`src/hw/rtl/rif_pkg.sv`:
```
package rif_pkg;

  localparam int MAX_TAPS      = 64;
  localparam int TAP_AW        = $clog2(MAX_TAPS);
  localparam int TAP_CW        = TAP_AW + 1;
  localparam int SAMPLE_BITS   = 16;
  localparam int MAX_UPSAMPLE  = 16;
  localparam int SPS_W         = 5;
  localparam int PROD_W        = 2 * SAMPLE_BITS;
  localparam int ACC_W         = PROD_W + TAP_AW;
  localparam int CFG_W         = 7;
  localparam int CFG_IDX_W     = 1;

  localparam logic [SPS_W-1:0]  SPS_RESET  = SPS_W'(4);
  localparam logic [TAP_CW-1:0] TAPS_RESET = TAP_CW'(33);

  typedef enum logic [1:0] {
    CMD_LOAD_TAP = 2'd0,
    CMD_PUSH     = 2'd1,
    CMD_FLUSH    = 2'd2,
    CMD_UNUSED   = 2'd3
  } cmd_t;

  typedef enum logic [CFG_IDX_W-1:0] {
    REG_UPSAMPLE = 1'b0,
    REG_TAPS     = 1'b1
  } reg_idx_t;

endpackage

```
`src/hw/rtl/rrc_interpolating_fir.sv`:
```
// Complex interpolating FIR for RRC pulse shaping (upsample_factor 1 gives the
// matched filter). Real Q1.15 taps are loaded one per load-tap beat into a
// 64-entry tap RAM; complex samples live in a 64-entry circular history RAM.
// A push beat emits upsample_factor results (clamped to 1..16), a flush
// beat emits active_taps-1 tail results (active_taps clamped to 1..64) and
// then clears the history; run_last marks the final result of each beat.
// Each result is built by the single tap/history read port pair feeding one
// complex MAC per cycle over the active taps. Load-tap beats leave the filter
// idle, so input does not stall after them. Input stalls while an item is in
// progress; a finished result waits in the output register without holding
// up the filter, unless the next one is ready before it is taken.
module rrc_interpolating_fir (
  input  logic                                clk,
  input  logic                                rst,
  input  logic                                cfg_write_en,
  input  logic [rif_pkg::CFG_IDX_W-1:0]       cfg_index,
  input  logic [rif_pkg::CFG_W-1:0]           cfg_data,
  input  logic                                in_valid,
  output logic                                in_stall,
  input  logic [1:0]                          cmd,
  input  logic [rif_pkg::TAP_AW-1:0]          tap_index,
  input  logic signed [rif_pkg::SAMPLE_BITS-1:0] tap_value,
  input  logic signed [rif_pkg::SAMPLE_BITS-1:0] sample_i,
  input  logic signed [rif_pkg::SAMPLE_BITS-1:0] sample_q,
  output logic                                out_valid,
  input  logic                                out_stall,
  output logic signed [rif_pkg::SAMPLE_BITS-1:0] out_i,
  output logic signed [rif_pkg::SAMPLE_BITS-1:0] out_q,
  output logic                                run_last
);

  localparam int SB = rif_pkg::SAMPLE_BITS;
  localparam int AW = rif_pkg::TAP_AW;
  localparam int CW = rif_pkg::TAP_CW;
  localparam int AC = rif_pkg::ACC_W;
  localparam int PW = rif_pkg::PROD_W;
  localparam int SHW = AC - (SB - 1);

  typedef enum logic [3:0] {
    S_IDLE = 4'b0001,
    S_PUSH = 4'b0010,
    S_MAC  = 4'b0100,
    S_OUT  = 4'b1000
  } state_t;

  state_t state;

  logic [rif_pkg::SPS_W-1:0] upsample_factor;
  logic [CW-1:0]             active_taps;

  // Memories
  logic signed [SB-1:0]   tap_mem [rif_pkg::MAX_TAPS];
  logic [2*SB-1:0]        hist_mem [rif_pkg::MAX_TAPS];
  logic [rif_pkg::MAX_TAPS-1:0] tap_vld;
  logic [rif_pkg::MAX_TAPS-1:0] hist_vld;

  logic [AW-1:0]        head;
  logic [CW-1:0]        k;
  logic [CW-1:0]        n_taps;
  logic [AW-1:0]        remaining;
  logic                 is_flush;
  logic signed [SB-1:0] cur_i;
  logic signed [SB-1:0] cur_q;

  logic                 rd_v;
  logic signed [SB-1:0] tap_rd;
  logic                 tap_rd_ok;
  logic [2*SB-1:0]      hist_rd;
  logic                 hist_rd_ok;

  logic                 pr_v;
  logic signed [PW-1:0] prod_i;
  logic signed [PW-1:0] prod_q;
  logic signed [AC-1:0] acc_i;
  logic signed [AC-1:0] acc_q;

  logic [rif_pkg::SPS_W-1:0] sps_eff;
  logic [CW-1:0]             n_eff;
  logic                      accept;
  logic                      issue;
  logic                      out_free;
  logic [AW-1:0]             head_inc;
  logic [AW-1:0]             rd_addr;
  logic signed [SB-1:0]      tap_use;
  logic signed [SB-1:0]      hist_i_use;
  logic signed [SB-1:0]      hist_q_use;
  logic signed [SB-1:0]      res_i;
  logic signed [SB-1:0]      res_q;

  function automatic logic signed [SB-1:0] round_sat(input logic signed [AC-1:0] a);
    logic signed [AC-1:0]  v;
    logic signed [SHW-1:0] r;
    logic signed [SHW-1:0] maxv;
    logic signed [SHW-1:0] minv;
    v    = a + AC'(1 << (SB - 2));
    r    = SHW'(v >>> (SB - 1));
    maxv = SHW'((1 << (SB - 1)) - 1);
    minv = -maxv - SHW'(1);
    if (r > maxv) begin
      round_sat = maxv[SB-1:0];
    end else if (r < minv) begin
      round_sat = minv[SB-1:0];
    end else begin
      round_sat = r[SB-1:0];
    end
  endfunction

  always_comb begin
    sps_eff = upsample_factor;
    if (upsample_factor == '0) sps_eff = rif_pkg::SPS_W'(1);
    if (upsample_factor > rif_pkg::SPS_W'(rif_pkg::MAX_UPSAMPLE)) begin
      sps_eff = rif_pkg::SPS_W'(rif_pkg::MAX_UPSAMPLE);
    end
    n_eff = active_taps;
    if (active_taps == '0) n_eff = CW'(1);
    if (active_taps > CW'(rif_pkg::MAX_TAPS)) n_eff = CW'(rif_pkg::MAX_TAPS);
  end

  assign in_stall = (state != S_IDLE);
  assign accept   = in_valid && !in_stall;
  assign issue    = (state == S_MAC) && (k != n_taps);
  assign out_free = !out_valid || !out_stall;
  assign head_inc = head + AW'(1);
  assign rd_addr  = head - k[AW-1:0];

  assign tap_use    = tap_rd_ok  ? tap_rd : '0;
  assign hist_i_use = hist_rd_ok ? hist_rd[2*SB-1:SB] : '0;
  assign hist_q_use = hist_rd_ok ? hist_rd[SB-1:0] : '0;
  assign res_i      = round_sat(acc_i);
  assign res_q      = round_sat(acc_q);

  // Configuration
  always_ff @(posedge clk) begin
    if (rst) begin
      upsample_factor <= rif_pkg::SPS_RESET;
      active_taps     <= rif_pkg::TAPS_RESET;
    end else if (cfg_write_en) begin
      case (cfg_index)
        rif_pkg::REG_UPSAMPLE: upsample_factor <= cfg_data[rif_pkg::SPS_W-1:0];
        rif_pkg::REG_TAPS:     active_taps     <= cfg_data[CW-1:0];
        default: ;
      endcase
    end
  end

  // Tap RAM
  always_ff @(posedge clk) begin
    if (accept && cmd == rif_pkg::CMD_LOAD_TAP) begin
      tap_mem[tap_index] <= tap_value;
    end
    tap_rd <= tap_mem[k[AW-1:0]];
  end

  // History RAM
  always_ff @(posedge clk) begin
    if (state == S_PUSH) begin
      hist_mem[head_inc] <= {cur_i, cur_q};
    end
    hist_rd <= hist_mem[rd_addr];
  end

  // Datapath pipeline: read -> product -> accumulate
  always_ff @(posedge clk) begin
    tap_rd_ok  <= tap_vld[k[AW-1:0]];
    hist_rd_ok <= hist_vld[rd_addr];
    prod_i     <= tap_use * hist_i_use;
    prod_q     <= tap_use * hist_q_use;
    if (state == S_PUSH) begin
      acc_i <= '0;
      acc_q <= '0;
    end else if (pr_v) begin
      acc_i <= acc_i + AC'(prod_i);
      acc_q <= acc_q + AC'(prod_q);
    end
  end

  // Sequencer
  always_ff @(posedge clk) begin
    if (rst) begin
      state     <= S_IDLE;
      tap_vld   <= '0;
      hist_vld  <= '0;
      head      <= '0;
      k         <= '0;
      rd_v      <= 1'b0;
      pr_v      <= 1'b0;
      out_valid <= 1'b0;
    end else begin
      rd_v <= issue;
      pr_v <= rd_v;
      if (out_valid && !out_stall && state != S_OUT) out_valid <= 1'b0;
      case (state)
        S_IDLE: begin
          if (accept) begin
            n_taps <= n_eff;
            case (cmd)
              rif_pkg::CMD_LOAD_TAP: tap_vld[tap_index] <= 1'b1;
              rif_pkg::CMD_PUSH: begin
                cur_i     <= sample_i;
                cur_q     <= sample_q;
                remaining <= AW'(sps_eff);
                is_flush  <= 1'b0;
                state     <= S_PUSH;
              end
              rif_pkg::CMD_FLUSH: begin
                cur_i     <= '0;
                cur_q     <= '0;
                is_flush  <= 1'b1;
                if (n_eff == CW'(1)) begin
                  hist_vld <= '0;
                  head     <= '0;
                end else begin
                  remaining <= AW'(n_eff - CW'(1));
                  state     <= S_PUSH;
                end
              end
              default: ;
            endcase
          end
        end
        S_PUSH: begin
          head               <= head_inc;
          hist_vld[head_inc] <= 1'b1;
          k                  <= '0;
          state              <= S_MAC;
        end
        S_MAC: begin
          if (issue) begin
            k <= k + CW'(1);
          end else if (!rd_v && !pr_v) begin
            state <= S_OUT;
          end
        end
        S_OUT: begin
          if (out_free) begin
            out_valid <= 1'b1;
            out_i     <= res_i;
            out_q     <= res_q;
            run_last  <= (remaining == AW'(1));
            // Later phases of a push are stuffed zeros
            cur_i     <= '0;
            cur_q     <= '0;
            remaining <= remaining - AW'(1);
            if (remaining == AW'(1)) begin
              if (is_flush) begin
                hist_vld <= '0;
                head     <= '0;
              end
              state <= S_IDLE;
            end else begin
              state <= S_PUSH;
            end
          end
        end
        default: state <= S_IDLE;
      endcase
    end
  end

endmodule

```
`config.mk`:
```
export PLATFORM = sky130hd
export DESIGN_NAME = rrc_interpolating_fir
export DESIGN_NICKNAME = d
export VERILOG_FILES = /design/src/hw/rtl/rif_pkg.sv /design/src/hw/rtl/rrc_interpolating_fir.sv
export SDC_FILE = /design/constraint.sdc
export NUM_CORES = 2
export LEC_CHECK = 0
export BUFFER_PORTS_ARGS = -buffer_cell sky130_fd_sc_hd__buf_2
export CAP_MARGIN = 20
export CORE_ASPECT_RATIO = 1.4
export CORE_MARGIN = 4
export CORE_UTILIZATION = 35
export CTS_CLUSTER_DIAMETER = 120
export DETAILED_ROUTE_END_ITERATION = 6
export PLACE_DENSITY = 0.55
export SYNTH_ARGS = -nofsm -noshare
export SYNTH_HDL_FRONTEND = slang
export SYNTH_SLANG_ARGS = --single-unit
```
`constraint.sdc`:
```
create_clock -name clk -period 19.3 [get_ports clk]
set_input_delay 2.895 -clock clk [delete_from_list [all_inputs] [get_ports clk]]
set_output_delay 2.895 -clock clk [all_outputs]
set_load 0.005 [all_outputs]
```
==> results_dict.tcl <==
set metrics [dict create \
    netlist_area_mm2 0.1558 \
    power.density_mw_per_mm2 98.89 \
    grt_pass1_vias 85010 \
    dieArea_mm2 0.4561 \
    r2r_end "prod_i[31]$_DFF_P_" \
    numClockSinks 3501 \
    hold_viol 0 \
    cts.path.max_buffers 4 \
    maxSlewHeadroom 0.1639 \
    synth_area_per_cell_um2 17.67 \
    core_area_mm2 0.4430 \
    cts_setup_buffers 0 \
    globalplace.congestion 0.8545 \
    whs_endpoint "pr_v$_SDFF_PP0_" \
    critPathCaptureType "register" \
    wl_per_cell_um 25.90 \
    hold_buffers 0 \
    cap_violations 0 \
    finalNetCount 9950 \
    ys_ff_latch 3501 \
    worstPathArrival_ns 8.70 \
    worstReg2RegStart "tap_rd_ok$_DFF_P_" \
    initial_core_util 0.3518 \
    routed_via_density 5.222 \
    die_width_um 571.9 \
    drc 0 \
    ys_async_sr_fraction 0 \
    power_w 0.01741 \
    dr.pass1.iters 5 \
    cp_cell_sequence "and2_0, buf_4, nand2_1, inv_1, fa_1, fa_1, fa_1, fa_1, fa_1, inv_1, fa_1, inv_1, ha_1, a21o_1, a21o_1, a21o_1, a21o_1, a21o_1, a211o_1, a31oi_1, o31ai_1, nor4_1, a311oi_1" \
    drive_gt1_frac 0.2166 \
    rsz0062_at_grt "no" \
    drtIter0Drc 6807 \
    critPathLaunchType "register" \
    syn_nets 9669 \
    slew_viol_final 0 \
    p_leak_nw 59.29 \
    dieHeight_um 797.5 \
    worst_pin_slew_ns 1.254 \
    cp_max_fo 32 \
    setup_viol 0 \
    ys_types 93 \
    outcome "finished clean" \
    route.vias.total 79860 \
    cts_buffers 342 \
    required_ns 20.09 \
    slowest_delay_ns 0.84 \
    ys_seq_area_frac 0.6522 \
    hold_start "rd_v$_SDFF_PP0_" \
    htree_num_levels 5 \
    worstHoldPathCells 1 \
    track_usage 0.1723 \
    antenna_found_initial 43 \
    post-route-period-util 0.4099 \
    drtAntennaViolNets 0 \
    cp_common_cell "fa_1" \
    row_count 289 \
    synthCells 8819 \
    grt.overflow.total 0 \
    finalWirelength_um 396100 \
    synth_edf_count 3151 \
    hp-class "register to register" \
    rr_worst_depth 23 \
    grt_max_degree 114 \
    setup_tns_ns 0 \
    r2r_setup_slack_ns 11.39 \
    synth_flop_cell "edfxtp_1" \
    root_buffer "clkbuf_16" \
    area_growth_syn_to_layout_pct 12.99 \
    io_buffers 103 \
    fin_crit_ns 7.911 \
    cts_resized 0 \
    ff_latch_area_mm2 0.1016 \
    ir_drop_mv 0.07231 \
    num-fill-cells 39720 \
    worstSetupPathType "register to register" \
    crit_slowest_cell "dfxtp_1" \
    grt_pass1_wl_um 581600 \
    clock_latency_ns 0.98 \
    clk_pin_slew_ns 0.06 \
    multi_input_area_mm2 0.05065 \
    max_freq_ghz 0.1264 \
    cts_tree "done" \
    io_pins 104 \
    hpwlAfterDp_um 243700 \
    fin_skew_ns 0.06626 \
    yosys_warnings 0 \
]
[report_power, final]
group	total, W	switching (W)	internal, W
registers	0.00879	0.0000982	0.00869
clock network	0.00672	0.00292	0.00381
logic	0.00190	0.00117	0.000730
[per-layer routing]
metal,GRT usage,vias to the layer above,share of wire
li1,-,34260,-
met3,0.01934,576,0.046
met1,0.2197,42960,0.40
met2,0.3046,2059,0.52
met4,0.05915,2,0.037
met5,0,-,0.000018
[state kept, by name, summed over array words and instances (netlist names), 16 cells and up]
signal,flops
hist_mem,2048
tap_mem,1024
hist_vld,64
tap_vld,64
acc_i,38
acc_q,38
hist_rd,32
prod_i,32
prod_q,32
cur_i,16
cur_q,16
out_i,16
out_q,16
tap_rd,16
[critical path, delay by kind of cell (launching register included)]
family,cells,cell delay (ns)
adder cells (fa/ha/maj),7,3.48
flip-flops,1,0.84
AO/OA/AOI/OAI,9,1.74
buffers and inverters,4,0.58
AND/OR/NAND/NOR,3,1.11
[final cells by class]
cell class                      instances  area share
Sequential cell                      3501      0.5773
Multi-Input combinational cell       4256      0.2877
Clock buffer                          435     0.05228
Tap cell                             5820     0.04136
Timing Repair Buffer                  362     0.01499
Inverter                              637     0.01360
Clock inverter                        190     0.01145
Antenna cell                           91    0.001293
[through the flow]
| stage | worst slack, ns | utilization | cells | cell area (um2) | hold slack (ns) |
|---|---|---|---|---|---|
| 6_report | 11.39 | 0.3975 | 15290 | 176100 | 0.4580 |
| 5_1_grt | 11.04 | 0.3974 | 15280 | 176000 | 0.4740 |
| 4_1_cts | 11.52 | 0.3966 | 15190 | 175700 | 0.4626 |
| 3_5_place_dp | 11.52 | 0.3713 | 14570 | 164500 | 0.4532 |
| 3_3_place_gp | 11.48 | 0.3712 | 14570 | 164400 | 0.4420 |
| 2_1_floorplan | 12.60 | - | 8819 | 155800 | 0.4315 |
[cells in the final DEF, fill, tap and decap left out, drive strengths merged, types with 15 or more instances in the layout]
master / synthesis / final
mux2i: 82 / 82
clkinv: 1 / 127
clkinvlp: 0 / 16
nand2b: 15 / 15
dfxtp: 350 / 350
o21ai: 133 / 133
nor2b: 54 / 54
ha: 254 / 254
o21bai: 23 / 23
bufinv: 0 / 30
fa: 527 / 527
nor2: 750 / 750
o21a: 21 / 21
nand4: 25 / 25
a21oi: 267 / 267
nor3: 43 / 43
a21o: 67 / 67
inv: 636 / 654
xor2: 60 / 60
clkbuf: 264 / 435
nand2: 375 / 375
and2: 73 / 73
edfxtp: 3151 / 3151
mux4: 1017 / 1017
a211oi: 64 / 64
xnor2: 120 / 120
diode: 0 / 91
and3: 22 / 22
nand3: 95 / 95
a31oi: 19 / 19
buf: 161 / 362
[worst max-delay path by stage]
stage	endpoint	depth (start not counted)	from	slack (ns)
after floorplan	remaining[0]$_DFFE_PP_	6	cmd[0]	12.60
after global placement	prod_i[29]$_DFF_P_	23	tap_rd_ok$_DFF_P_	11.48
after detailed placement	prod_i[29]$_DFF_P_	23	tap_rd_ok$_DFF_P_	11.52
after CTS	prod_i[29]$_DFF_P_	23	tap_rd_ok$_DFF_P_	11.52
after global routing	prod_i[31]$_DFF_P_	23	tap_rd_ok$_DFF_P_	11.04
final	prod_i[31]$_DFF_P_	23	tap_rd_ok$_DFF_P_	11.39
[cells by family (layout without fill, tap and decap cells)]
kind of cell / after synthesis / count (layout) / share of synthesized area
buffers and inverters: 1062 / 1624 / 0.02648
other: 0 / 91 / 0
adders and majority gates: 781 / 781 / 0.08810
xor gates and xnor gates: 180 / 180 / 0.01012
and+or+nand+nor: 1513 / 1513 / 0.04306
AOI/OAI and AO/OA: 680 / 680 / 0.02757
muxes: 1102 / 1102 / 0.1525
DFF: 3501 / 3501 / 0.6522
[Yosys cell counts (all sizes together), types with 15 or more instances]
cell | n | area (um2)
a21o | 67 | 503.0
fa | 527 | 10550
a21oi | 267 | 1359
inv | 636 | 2387
ha | 254 | 3178
o21ai | 133 | 669.4
a31oi | 19 | 125.1
a211oi | 64 | 490.5
nor2 | 750 | 2860
and3 | 22 | 137.6
edfxtp | 3151 | 94620
mux2i | 82 | 820.8
and2 | 73 | 456.7
dfxtp | 350 | 7007
nand2b | 15 | 93.84
buf | 161 | 743.2
mux4 | 1017 | 22900
nand4 | 25 | 177.7
xor2 | 60 | 525.5
o21a | 21 | 157.7
nor2b | 54 | 337.8
nand3 | 95 | 480.5
xnor2 | 120 | 1051
nor3 | 43 | 247.7
clkbuf | 264 | 992.2
nand2 | 375 | 1423
o21bai | 23 | 183.9
Note: power is estimated with default switching activity, not from simulation.
